[src/pli_pkg.sv]
package pli_pkg;

	// Field widths fixed by the item format
	localparam int IDX_FIELD_W = 4;
	localparam int CNT_W       = 5;

	// Item action codes
	localparam logic ACT_WRITE = 1'b0;
	localparam logic ACT_QUERY = 1'b1;

	// Per-word status that rides down the pipe next to the data
	typedef struct packed {
		logic low;   // query at or below the first x
		logic high;  // query above the last x in use
		logic neg;   // slope of the segment is negative
	} flag_t;

endpackage

[src/pli_table.sv]
module pli_table #(
	parameter int MAX_POINTS  = 16,
	parameter int VALUE_WIDTH = 16
) (
	input  logic                               clk,
	input  logic                               arst_n,
	input  logic [pli_pkg::CNT_W-1:0]          point_count,
	input  logic signed [VALUE_WIDTH-1:0]      query_s1,
	input  logic                               valid_s2,
	input  logic                               wr_en_s2,
	input  logic [pli_pkg::IDX_FIELD_W-1:0]    wr_idx_s2,
	input  logic signed [VALUE_WIDTH-1:0]      wr_x_s2,
	input  logic signed [VALUE_WIDTH-1:0]      wr_y_s2,
	output pli_pkg::flag_t                     flags_s2,
	output logic signed [VALUE_WIDTH-1:0]      x_lo,
	output logic signed [VALUE_WIDTH-1:0]      x_hi,
	output logic signed [VALUE_WIDTH-1:0]      y_lo,
	output logic signed [VALUE_WIDTH-1:0]      y_hi
);
	import pli_pkg::*;

	localparam int W  = VALUE_WIDTH;
	localparam int IW = (MAX_POINTS > 1) ? $clog2(MAX_POINTS) : 1;

	// Breakpoint lanes, one register pair per entry
	logic signed [W-1:0] x_mem [MAX_POINTS];
	logic signed [W-1:0] y_mem [MAX_POINTS];

	logic [MAX_POINTS-1:0] used;
	logic [MAX_POINTS-1:0] fwd;
	logic [MAX_POINTS:0]   stop;
	logic [MAX_POINTS:0]   hot;
	logic [MAX_POINTS:0]   hot_s2;
	flag_t                 flags_d;

	// Stage 1: compare every lane against the query, the write still in
	// stage 2 is forwarded so the lanes look committed in item order
	always_comb begin
		for (int i = 0; i < MAX_POINTS; i++) begin
			used[i] = (i == 0) || (32'(i) < 32'(point_count));
			fwd[i]  = wr_en_s2 && (32'(wr_idx_s2) == 32'(i));
			stop[i] = !used[i] || (query_s1 <= (fwd[i] ? wr_x_s2 : x_mem[i]));
		end
		stop[MAX_POINTS] = 1'b1;
		// lowest set bit marks the upper neighbor
		hot = stop & (~stop + (MAX_POINTS+1)'(1));
		flags_d.low  = hot[0];
		flags_d.high = hot[MAX_POINTS] | (|(hot[MAX_POINTS-1:0] & ~used));
		flags_d.neg  = 1'b0;
	end

	always_ff @(posedge clk) begin
		hot_s2   <= hot;
		flags_s2 <= flags_d;
	end

	// Table write commits at the end of stage 2
	always_ff @(posedge clk) begin
		if (wr_en_s2) begin
			x_mem[IW'(wr_idx_s2)] <= wr_x_s2;
			y_mem[IW'(wr_idx_s2)] <= wr_y_s2;
		end
	end

	// Stage 2: one-hot pick of the two neighbors
	always_comb begin
		x_lo = '0;
		x_hi = '0;
		y_lo = '0;
		y_hi = '0;
		for (int i = 0; i < MAX_POINTS; i++) begin
			if (hot_s2[i]) begin
				x_hi = x_mem[i];
				y_hi = y_mem[i];
			end
			if (hot_s2[i+1]) begin
				x_lo = x_mem[i];
				y_lo = y_mem[i];
			end
		end
	end

	a_hot_onehot: assert property (@(posedge clk) disable iff (!arst_n)
		valid_s2 |-> $onehot(hot_s2))
		else $error("neighbor select is not one-hot");

endmodule

[src/pli_div.sv]
module pli_div #(
	parameter int W      = 16,
	parameter int SIDE_W = 1
) (
	input  logic              clk,
	input  logic              arst_n,
	input  logic              in_valid,
	input  logic [2*W:0]      dividend,
	input  logic [W-1:0]      divisor,
	input  logic [SIDE_W-1:0] in_side,
	output logic              out_valid,
	output logic [W:0]        quotient,
	output logic [SIDE_W-1:0] out_side
);
	// Quotient never exceeds W+1 bits, so the top W dividend bits start
	// as the remainder and one quotient bit is resolved per stage
	localparam int QW = W + 1;
	localparam int PW = 2 * W + 1;

	logic [QW-1:0]     valid_sk;
	logic [W-1:0]      rem_sk  [QW];
	logic [QW-1:0]     low_sk  [QW];
	logic [W-1:0]      div_sk  [QW];
	logic [SIDE_W-1:0] side_sk [QW];

	logic [W-1:0]      rem_src  [QW];
	logic [QW-1:0]     low_src  [QW];
	logic [W-1:0]      div_src  [QW];
	logic [SIDE_W-1:0] side_src [QW];
	logic [W:0]        trial    [QW];
	logic [QW-1:0]     take;

	// Restoring step for every stage
	always_comb begin
		for (int k = 0; k < QW; k++) begin
			if (k == 0) begin
				rem_src[k]  = dividend[PW-1:QW];
				low_src[k]  = dividend[QW-1:0];
				div_src[k]  = divisor;
				side_src[k] = in_side;
			end else begin
				rem_src[k]  = rem_sk[k-1];
				low_src[k]  = low_sk[k-1];
				div_src[k]  = div_sk[k-1];
				side_src[k] = side_sk[k-1];
			end
			trial[k] = {rem_src[k], low_src[k][QW-1]};
			take[k]  = trial[k] >= {1'b0, div_src[k]};
		end
	end

	always_ff @(posedge clk) begin
		for (int k = 0; k < QW; k++) begin
			rem_sk[k]  <= take[k] ? W'(trial[k] - {1'b0, div_src[k]}) : trial[k][W-1:0];
			low_sk[k]  <= {low_src[k][QW-2:0], take[k]};
			div_sk[k]  <= div_src[k];
			side_sk[k] <= side_src[k];
		end
	end

	always_ff @(posedge clk or negedge arst_n) begin
		if (!arst_n) begin
			valid_sk <= '0;
		end else begin
			valid_sk <= {valid_sk[QW-2:0], in_valid};
		end
	end

	assign out_valid = valid_sk[QW-1];
	assign quotient  = low_sk[QW-1];
	assign out_side  = side_sk[QW-1];

	a_div_nonzero: assert property (@(posedge clk) disable iff (!arst_n)
		in_valid |-> (divisor != '0))
		else $error("divider fed a zero divisor");

	a_quot_fits: assert property (@(posedge clk) disable iff (!arst_n)
		in_valid |-> (dividend[PW-1:QW] < divisor))
		else $error("quotient would overflow the stage count");

endmodule

[src/piecewise_linear_interpolator.sv]
// Piecewise linear interpolator over a table of up to MAX_POINTS
// breakpoint pairs, signed fixed point.
//
// Command channel: a word is taken at each rising edge with start high
// and busy low. busy stays low, so one word can be taken every cycle.
// action selects a table write (point_index, point_x, point_y) or a
// query (query_x). Every word, write or query, gives exactly one result.
// Result channel: done is high for one cycle with result_value,
// clamped_low and clamped_high; the receiver cannot hold it off.
// A word passes the command, table, difference and product stages,
// then the divider, which resolves one quotient bit per pipeline
// stage, and last the output register that drives done.
// Throughput is one word per cycle, writes and queries mixed freely.
// Config channel: cfg_valid/cfg_ready write point_count; cfg_ready is
// always high. Write it only while no word is in flight.
// Reset clears the pipeline and sets point_count to 1; table contents
// are undefined until written.
module piecewise_linear_interpolator #(
	parameter int MAX_POINTS  = 16,
	parameter int VALUE_WIDTH = 16
) (
	input  logic                             clk,
	input  logic                             arst_n,
	input  logic                             start,
	output logic                             busy,
	input  logic                             action,
	input  logic [pli_pkg::IDX_FIELD_W-1:0]  point_index,
	input  logic signed [VALUE_WIDTH-1:0]    point_x,
	input  logic signed [VALUE_WIDTH-1:0]    point_y,
	input  logic signed [VALUE_WIDTH-1:0]    query_x,
	input  logic                             cfg_valid,
	output logic                             cfg_ready,
	input  logic [pli_pkg::CNT_W-1:0]        cfg_data,
	output logic                             done,
	output logic signed [VALUE_WIDTH-1:0]    result_value,
	output logic                             clamped_low,
	output logic                             clamped_high
);
	import pli_pkg::*;

	localparam int W      = VALUE_WIDTH;
	localparam int FL_W   = $bits(flag_t);
	localparam int SIDE_W = W + FL_W;

	// Config register
	logic [CNT_W-1:0] point_count_q;

	always_ff @(posedge clk or negedge arst_n) begin
		if (!arst_n) begin
			point_count_q <= CNT_W'(1);
		end else if (cfg_valid && cfg_ready) begin
			point_count_q <= cfg_data;
		end
	end

	assign cfg_ready = 1'b1;
	assign busy      = 1'b0;

	// Stage 1: captured command word
	logic                   valid_s1;
	logic                   action_s1;
	logic [IDX_FIELD_W-1:0] idx_s1;
	logic signed [W-1:0]    px_s1, py_s1, qx_s1;

	always_ff @(posedge clk or negedge arst_n) begin
		if (!arst_n) begin
			valid_s1 <= 1'b0;
		end else begin
			valid_s1 <= start && !busy;
		end
	end

	always_ff @(posedge clk) begin
		action_s1 <= action;
		idx_s1    <= point_index;
		px_s1     <= point_x;
		py_s1     <= point_y;
		qx_s1     <= query_x;
	end

	// Stage 2: pending write and query, neighbors from the table
	logic                   valid_s2, query_s2, wr_en_s2;
	logic [IDX_FIELD_W-1:0] idx_s2;
	logic signed [W-1:0]    px_s2, py_s2, qx_s2;
	flag_t                  flags_s2;
	logic signed [W-1:0]    x_lo, x_hi, y_lo, y_hi;

	always_ff @(posedge clk or negedge arst_n) begin
		if (!arst_n) begin
			valid_s2 <= 1'b0;
			wr_en_s2 <= 1'b0;
		end else begin
			valid_s2 <= valid_s1;
			wr_en_s2 <= valid_s1 && (action_s1 == ACT_WRITE) &&
			            (32'(idx_s1) < 32'(MAX_POINTS));
		end
	end

	always_ff @(posedge clk) begin
		query_s2 <= (action_s1 == ACT_QUERY);
		idx_s2   <= idx_s1;
		px_s2    <= px_s1;
		py_s2    <= py_s1;
		qx_s2    <= qx_s1;
	end

	// only queries read the lanes, so only they carry a select
	pli_table #(
		.MAX_POINTS  (MAX_POINTS),
		.VALUE_WIDTH (W)
	) u_table (
		.clk         (clk),
		.arst_n      (arst_n),
		.point_count (point_count_q),
		.query_s1    (qx_s1),
		.valid_s2    (valid_s2 && query_s2),
		.wr_en_s2    (wr_en_s2),
		.wr_idx_s2   (idx_s2),
		.wr_x_s2     (px_s2),
		.wr_y_s2     (py_s2),
		.flags_s2    (flags_s2),
		.x_lo        (x_lo),
		.x_hi        (x_hi),
		.y_lo        (y_lo),
		.y_hi        (y_hi)
	);

	// Segment differences; clamps and writes get a zero step over span 1
	logic              interior;
	logic signed [W:0] dx_w, span_w, dy_w;

	always_comb begin
		interior = query_s2 && !flags_s2.low && !flags_s2.high;
		dx_w     = {qx_s2[W-1], qx_s2} - {x_lo[W-1], x_lo};
		span_w   = {x_hi[W-1], x_hi} - {x_lo[W-1], x_lo};
		dy_w     = {y_hi[W-1], y_hi} - {y_lo[W-1], y_lo};
	end

	// Stage 3
	logic                valid_s3;
	flag_t               flags_s3;
	logic signed [W-1:0] base_s3;
	logic [W-1:0]        dx_s3, span_s3;
	logic signed [W:0]   dy_s3;

	always_ff @(posedge clk or negedge arst_n) begin
		if (!arst_n) begin
			valid_s3 <= 1'b0;
		end else begin
			valid_s3 <= valid_s2;
		end
	end

	always_ff @(posedge clk) begin
		flags_s3.low  <= query_s2 && flags_s2.low;
		flags_s3.high <= query_s2 && flags_s2.high;
		flags_s3.neg  <= 1'b0;
		if (!query_s2) begin
			base_s3 <= '0;
		end else if (flags_s2.low) begin
			base_s3 <= y_hi;
		end else begin
			base_s3 <= y_lo;
		end
		dx_s3   <= interior ? dx_w[W-1:0] : '0;
		span_s3 <= interior ? span_w[W-1:0] : W'(1);
		dy_s3   <= interior ? dy_w : '0;
	end

	// Stage 4: magnitude times offset
	logic              neg_s3;
	logic [W:0]        mag_s3;
	logic [2*W:0]      prod;
	logic              valid_s4;
	logic [2*W:0]      prod_s4;
	logic [W-1:0]      span_s4;
	logic [SIDE_W-1:0] side_s4;

	always_comb begin
		neg_s3 = dy_s3[W];
		mag_s3 = neg_s3 ? (~dy_s3 + (W+1)'(1)) : dy_s3;
		prod   = dx_s3 * mag_s3;
	end

	always_ff @(posedge clk or negedge arst_n) begin
		if (!arst_n) begin
			valid_s4 <= 1'b0;
		end else begin
			valid_s4 <= valid_s3;
		end
	end

	always_ff @(posedge clk) begin
		prod_s4 <= prod;
		span_s4 <= span_s3;
		side_s4 <= {base_s3, flags_s3.low, flags_s3.high, neg_s3};
	end

	// Truncating divide, one quotient bit per stage
	logic              div_valid;
	logic [W:0]        quot;
	logic [SIDE_W-1:0] div_side;

	pli_div #(
		.W      (W),
		.SIDE_W (SIDE_W)
	) u_div (
		.clk       (clk),
		.arst_n    (arst_n),
		.in_valid  (valid_s4),
		.dividend  (prod_s4),
		.divisor   (span_s4),
		.in_side   (side_s4),
		.out_valid (div_valid),
		.quotient  (quot),
		.out_side  (div_side)
	);

	// Final add toward the upper neighbor
	logic signed [W-1:0] base_d;
	flag_t               flags_d;
	logic [W:0]          sum_d;

	always_comb begin
		base_d  = div_side[SIDE_W-1:FL_W];
		flags_d = flag_t'(div_side[FL_W-1:0]);
		sum_d   = flags_d.neg ? ({base_d[W-1], base_d} - quot)
		                      : ({base_d[W-1], base_d} + quot);
	end

	logic                done_q;
	logic signed [W-1:0] result_q;
	logic                low_q, high_q;

	always_ff @(posedge clk or negedge arst_n) begin
		if (!arst_n) begin
			done_q <= 1'b0;
		end else begin
			done_q <= div_valid;
		end
	end

	always_ff @(posedge clk) begin
		result_q <= sum_d[W-1:0];
		low_q    <= flags_d.low;
		high_q   <= flags_d.high;
	end

	assign done         = done_q;
	assign result_value = result_q;
	assign clamped_low  = low_q;
	assign clamped_high = high_q;

	a_clamp_excl: assert property (@(posedge clk) disable iff (!arst_n)
		done |-> !(clamped_low && clamped_high))
		else $error("both clamp flags set on one result");

endmodule

[config.mk]
export PLATFORM = sky130hd
export DESIGN_NAME = piecewise_linear_interpolator
export DESIGN_NICKNAME = d
export VERILOG_FILES = /design/src/pli_pkg.sv /design/src/pli_table.sv /design/src/pli_div.sv /design/src/piecewise_linear_interpolator.sv
export SDC_FILE = /design/constraint.sdc
export NUM_CORES = 2
export LEC_CHECK = 0
export CORE_MARGIN = 2
export CORE_UTILIZATION = 46
export CTS_CLUSTER_DIAMETER = 100
export DETAILED_ROUTE_END_ITERATION = 7
export DONT_BUFFER_PORTS = 1
export HOLD_SLACK_MARGIN = 0.12
export PLACE_DENSITY_LB_ADDON = 0.12
export SETUP_SLACK_MARGIN = 0.1
export SLEW_MARGIN = 20
export SYNTH_ARGS = -nofsm -noshare
export SYNTH_HDL_FRONTEND = slang
export SYNTH_SLANG_ARGS = --single-unit
export TNS_END_PERCENT = 30
[constraint.sdc]
create_clock -name clk -period 22.8 [get_ports clk]
set_input_delay 3.42 -clock clk [delete_from_list [all_inputs] [get_ports clk]]
set_output_delay 3.42 -clock clk [all_outputs]
set_load 0.01 [all_outputs]
==> results.py <==
metrics = {
    "outcome": {
        "status": "finished clean",
    },
    "cts": {
        "cts_made_buffers": 199,
        "cts.repair.resized": 0,
        "htreeDepth": 4,
        "cts_buffer_depth": 3,
        "clock_sinks": 1924,
        "ctsHoldBuffers": 0,
        "path_clk_slew_ns": 0.06,
        "insertion_delay_ns": 0.85,
        "post-cts-setup-buffers": 0,
        "cts_tree": "built",
        "cts-root-buf": "clkbuf_16",
    },
    "critical_path": {
        "cp_slowest_stage_delay_ns": 0.80,
        "required_ns": 23.57,
        "cp_cell_sequence": "inv_1 > ha_1 > nand3_1 > nand2_1 > xnor2_2 > nand2_1 > fa_1 > fa_1 > fa_1 > inv_1 > fa_1 > fa_1 > inv_1 > fa_1 > inv_1 > ha_1 > a2111oi_0 > o22a_1 > o21ai_0 > o31a_1 > o41ai_1 > o2111ai_1 > a21oi_1 > xnor2_1",
        "startpoint_type": "register",
        "r2r_end": "prod_s4[31]$_DFF_P_",
        "path_common_cell": "fa_1",
        "cp_slowest_cell": "xnor2_2",
        "reg2regPathDepth": 24,
        "rrSetupSlack_ns": 14.38,
        "path_max_fanout": 18,
        "crit_type": "reg -> reg",
        "crit_arrival_ns": 9.19,
        "critPathCaptureType": "register",
        "timing.rr.start": "dy_s3[0]$_SDFF_PN0_",
    },
    "sta": {
        "tightest_slew_ns": 1.17,
        "setup_violations": 0,
        "fin_skew_ns": 0.0523,
        "relSlewSlack_pct": 21.5,
        "maxSlewViolCount": 0,
        "fin_crit_sh_pct": 36.9,
        "finalHoldViolCount": 0,
        "min_period_ns": 8.42,
        "rsz0062_at_grt": "no",
        "hold_slack_ns": 0.296,
        "fmax_ghz": 0.119,
        "fin_setup_tns_ns": 0,
    },
    "synth": {
        "syn-cell-area_um2": 89200,
        "ys.flop_type": "dfxtp_1",
        "syn_inst": 8175,
        "synth-seq-cells": 1924,
        "ys_seq_area_share_pct": 49.1,
        "ys_types": 87,
        "avgSynthCellArea_um2": 10.9,
        "synth.area.top_cells": "dfxtp_1 31%, edfxtp_1 17%, ha_1 9.8%, fa_1 5.1%, a21oi_1 3.3%",
        "synth_nets": 9161,
        "synth_top_area_share_pct": 31.1,
        "synth_largest_area_cell": "dfxtp_1",
        "yosysWarnings": 0,
        "async_flop_share_pct": 1.46,
        "synth_edf_count": 512,
    },
    "floorplanning": {
        "die_h_um": 444,
        "dieArea_um2": 197000,
        "die_w_um": 444,
        "fp-row-count": 161,
        "start_util_pct": 46.3,
        "core_um2": 193000,
        "io_pins": 83,
    },
    "final_layout": {
        "drive_gt1_share_pct": 8.72,
        "seq_area_um2": 43800,
        "fin_cells": 10900,
        "fill_cells": 16900,
        "multi_input_area_um2": 41600,
        "final_common_cell": "dfxtp_1",
        "most-common-layout-cells": "1372 x dfxtp_1, 722 x inv_1, 696 x ha_1",
        "area_growth_pct": 11.2,
        "fin_nets": 9144,
        "final_area_um2": 99100,
    },
    "global_route": {
        "grt_max_degree": 85,
        "grt_use_total_pct": 22.1,
        "grt_first_pass_wirelength_um": 344000,
        "grt-ovfl-total": 0,
        "first_global_vias": 60900,
        "antenna_found_initial": 9,
    },
    "route": {
        "drc": 0,
        "totalWireLength_um": 222000,
        "firstDrtPassIters": 5,
        "antenna_left": 0,
        "viasPerCell": 5.53,
        "num_vias": 60100,
        "drt_iter0_drc": 3694,
        "wl_per_cell_um": 20.4,
    },
    "min_path": {
        "hold_start": "u_div.side_sk[0][42]$_DFF_P_",
        "hp-class": "reg -> reg",
        "min_to": "u_div.side_sk[0][61]$_DFF_P_",
        "hold_depth": 0,
    },
    "power": {
        "pwr-share-seq_pct": 35.9,
        "p_switching_mw": 4.41,
        "p_per_area_nw_per_um2": 130,
        "vdd_drop_max_v": 0.0000775,
        "combPwrFrac_pct": 37.9,
        "switching_share_pct": 34.1,
        "power.internal_mw": 8.51,
        "clkPwrFrac_pct": 26.2,
        "total_power_mw": 12.9,
        "p_leak_nw": 40.1,
    },
    "place": {
        "dp.final_hpwl_um": 163000,
        "place_area_um2": 92000,
        "io_buffer_count": 0,
        "gp_congestion": 0.870,
        "placed_cells": 10500,
    },
    "job": {
        "cap_violations": 0,
    },
}
registers in the layout, indices dropped and copies added, names as in the netlist, 17 cells and up:
signal          cells
u_div.valid_sk     17
dy_s3              17
u_div.rem_sk      256
prod_s4            33
u_div.side_sk     323
u_table.hot_s2     17
u_table.y_mem     256
u_div.low_sk      272
side_s4            19
u_table.x_mem     256
u_div.div_sk      256
critical path, delay by kind of cell, from the launching register on:
| kind | cells | cell delay [ns] |
|---|---|---|
| AO/OA/AOI/OAI | 7 | 2.27 |
| XOR/XNOR | 2 | 0.92 |
| adder cells (fa/ha/maj) | 8 | 3.66 |
| buffers and inverters | 4 | 0.28 |
| flip-flops | 1 | 0.75 |
| AND/OR/NAND/NOR | 3 | 0.48 |
power by group through the flow:
stage | registers (mW) | logic [mW] | clock network, mW
finish | 4.64 | 4.89 | 3.39
global route | 4.71 | 5.47 | 3.62
CTS | 4.66 | 4.91 | 3.48
detailed placement | 4.72 | 4.86 | 0
global placement | 4.72 | 4.79 | 0
floorplan | 4.52 | 3.86 | 0
layer usage:
metal  global-route usage [%]  part of all wire [%]
met5                        0                     0
met4                     10.1                   4.6
met3                     2.93                   4.1
met2                     39.5                    50
met1                     26.4                    41
cells by family (layout without fill, tap and decap cells):
| kind of cell | Yosys count | in the layout | synth area share, % |
|---|---|---|---|
| AO/OA/AOI/OAI | 1875 | 1875 | 14.3 |
| XOR/XNOR | 281 | 281 | 2.76 |
| adder cells (fa/ha/maj) | 924 | 924 | 14.9 |
| buffers and inverters | 1045 | 1197 | 4.42 |
| flip-flops | 1924 | 1924 | 49.1 |
| multiplexers | 469 | 469 | 5.53 |
| other | 2 | 10 | 0.00842 |
| AND/OR/NAND/NOR | 1655 | 1655 | 9.03 |
worst max path at each step:
stage	depth (start not counted)	slack, ns	endpoint	start
after floorplan	27	15.12	prod_s4[31]$_DFF_P_	dy_s3[2]$_SDFF_PN0_
after global placement	27	14.29	prod_s4[31]$_DFF_P_	dy_s3[2]$_SDFF_PN0_
after detailed placement	24	14.26	prod_s4[31]$_DFF_P_	dy_s3[0]$_SDFF_PN0_
after CTS	24	14.28	prod_s4[31]$_DFF_P_	dy_s3[0]$_SDFF_PN0_
after global routing	27	13.85	prod_s4[31]$_DFF_P_	dy_s3[2]$_SDFF_PN0_
final	24	14.38	prod_s4[31]$_DFF_P_	dy_s3[0]$_SDFF_PN0_
synth_stat cells, drive strengths merged, types with 16 or more instances:
| library cell | instances |
|---|---|
| a2111oi | 16 |
| inv | 722 |
| dfrtp | 27 |
| a22oi | 18 |
| o41ai | 24 |
| o31ai | 84 |
| mux2i | 277 |
| nor2b | 153 |
| and3 | 22 |
| nor3 | 139 |
| dfxtp | 1384 |
| nand4 | 68 |
| o22ai | 56 |
| o221ai | 31 |
| a21boi | 32 |
| xnor2 | 210 |
| fa | 228 |
| nand2 | 490 |
| and2 | 148 |
| nor4 | 34 |
| xor2 | 71 |
| mux2 | 192 |
| a221o | 119 |
| a211oi | 48 |
| nand3 | 103 |
| edfxtp | 512 |
| buf | 46 |
| ha | 696 |
| o211ai | 65 |
| a31o | 27 |
| nand2b | 30 |
| a21oi | 582 |
| nor2 | 357 |
| nand3b | 26 |
| or3 | 39 |
| a221oi | 138 |
| clkbuf | 275 |
| a31oi | 48 |
| o21ai | 228 |
| a21o | 151 |
| o21a | 76 |
area by class of cell:
type | count | area share, %
clock inverters | 96 | 1.21
clock buffers | 274 | 5.92
well taps | 2526 | 3.19
flip-flops and latches | 1924 | 44.2
multi-input cells | 5206 | 41.9
inverters | 724 | 2.74
repair buffers | 103 | 0.780
diodes | 8 | 0.0202
metrics by stage:
stage               util (%)  worst slack (ns)
floorplan                  -             15.12
global placement        47.8             14.29
detailed placement      47.8             14.26
CTS                     51.5             14.28
global route            51.5             13.85
finish                  51.5             14.38
(Power assumes the default switching activity.)
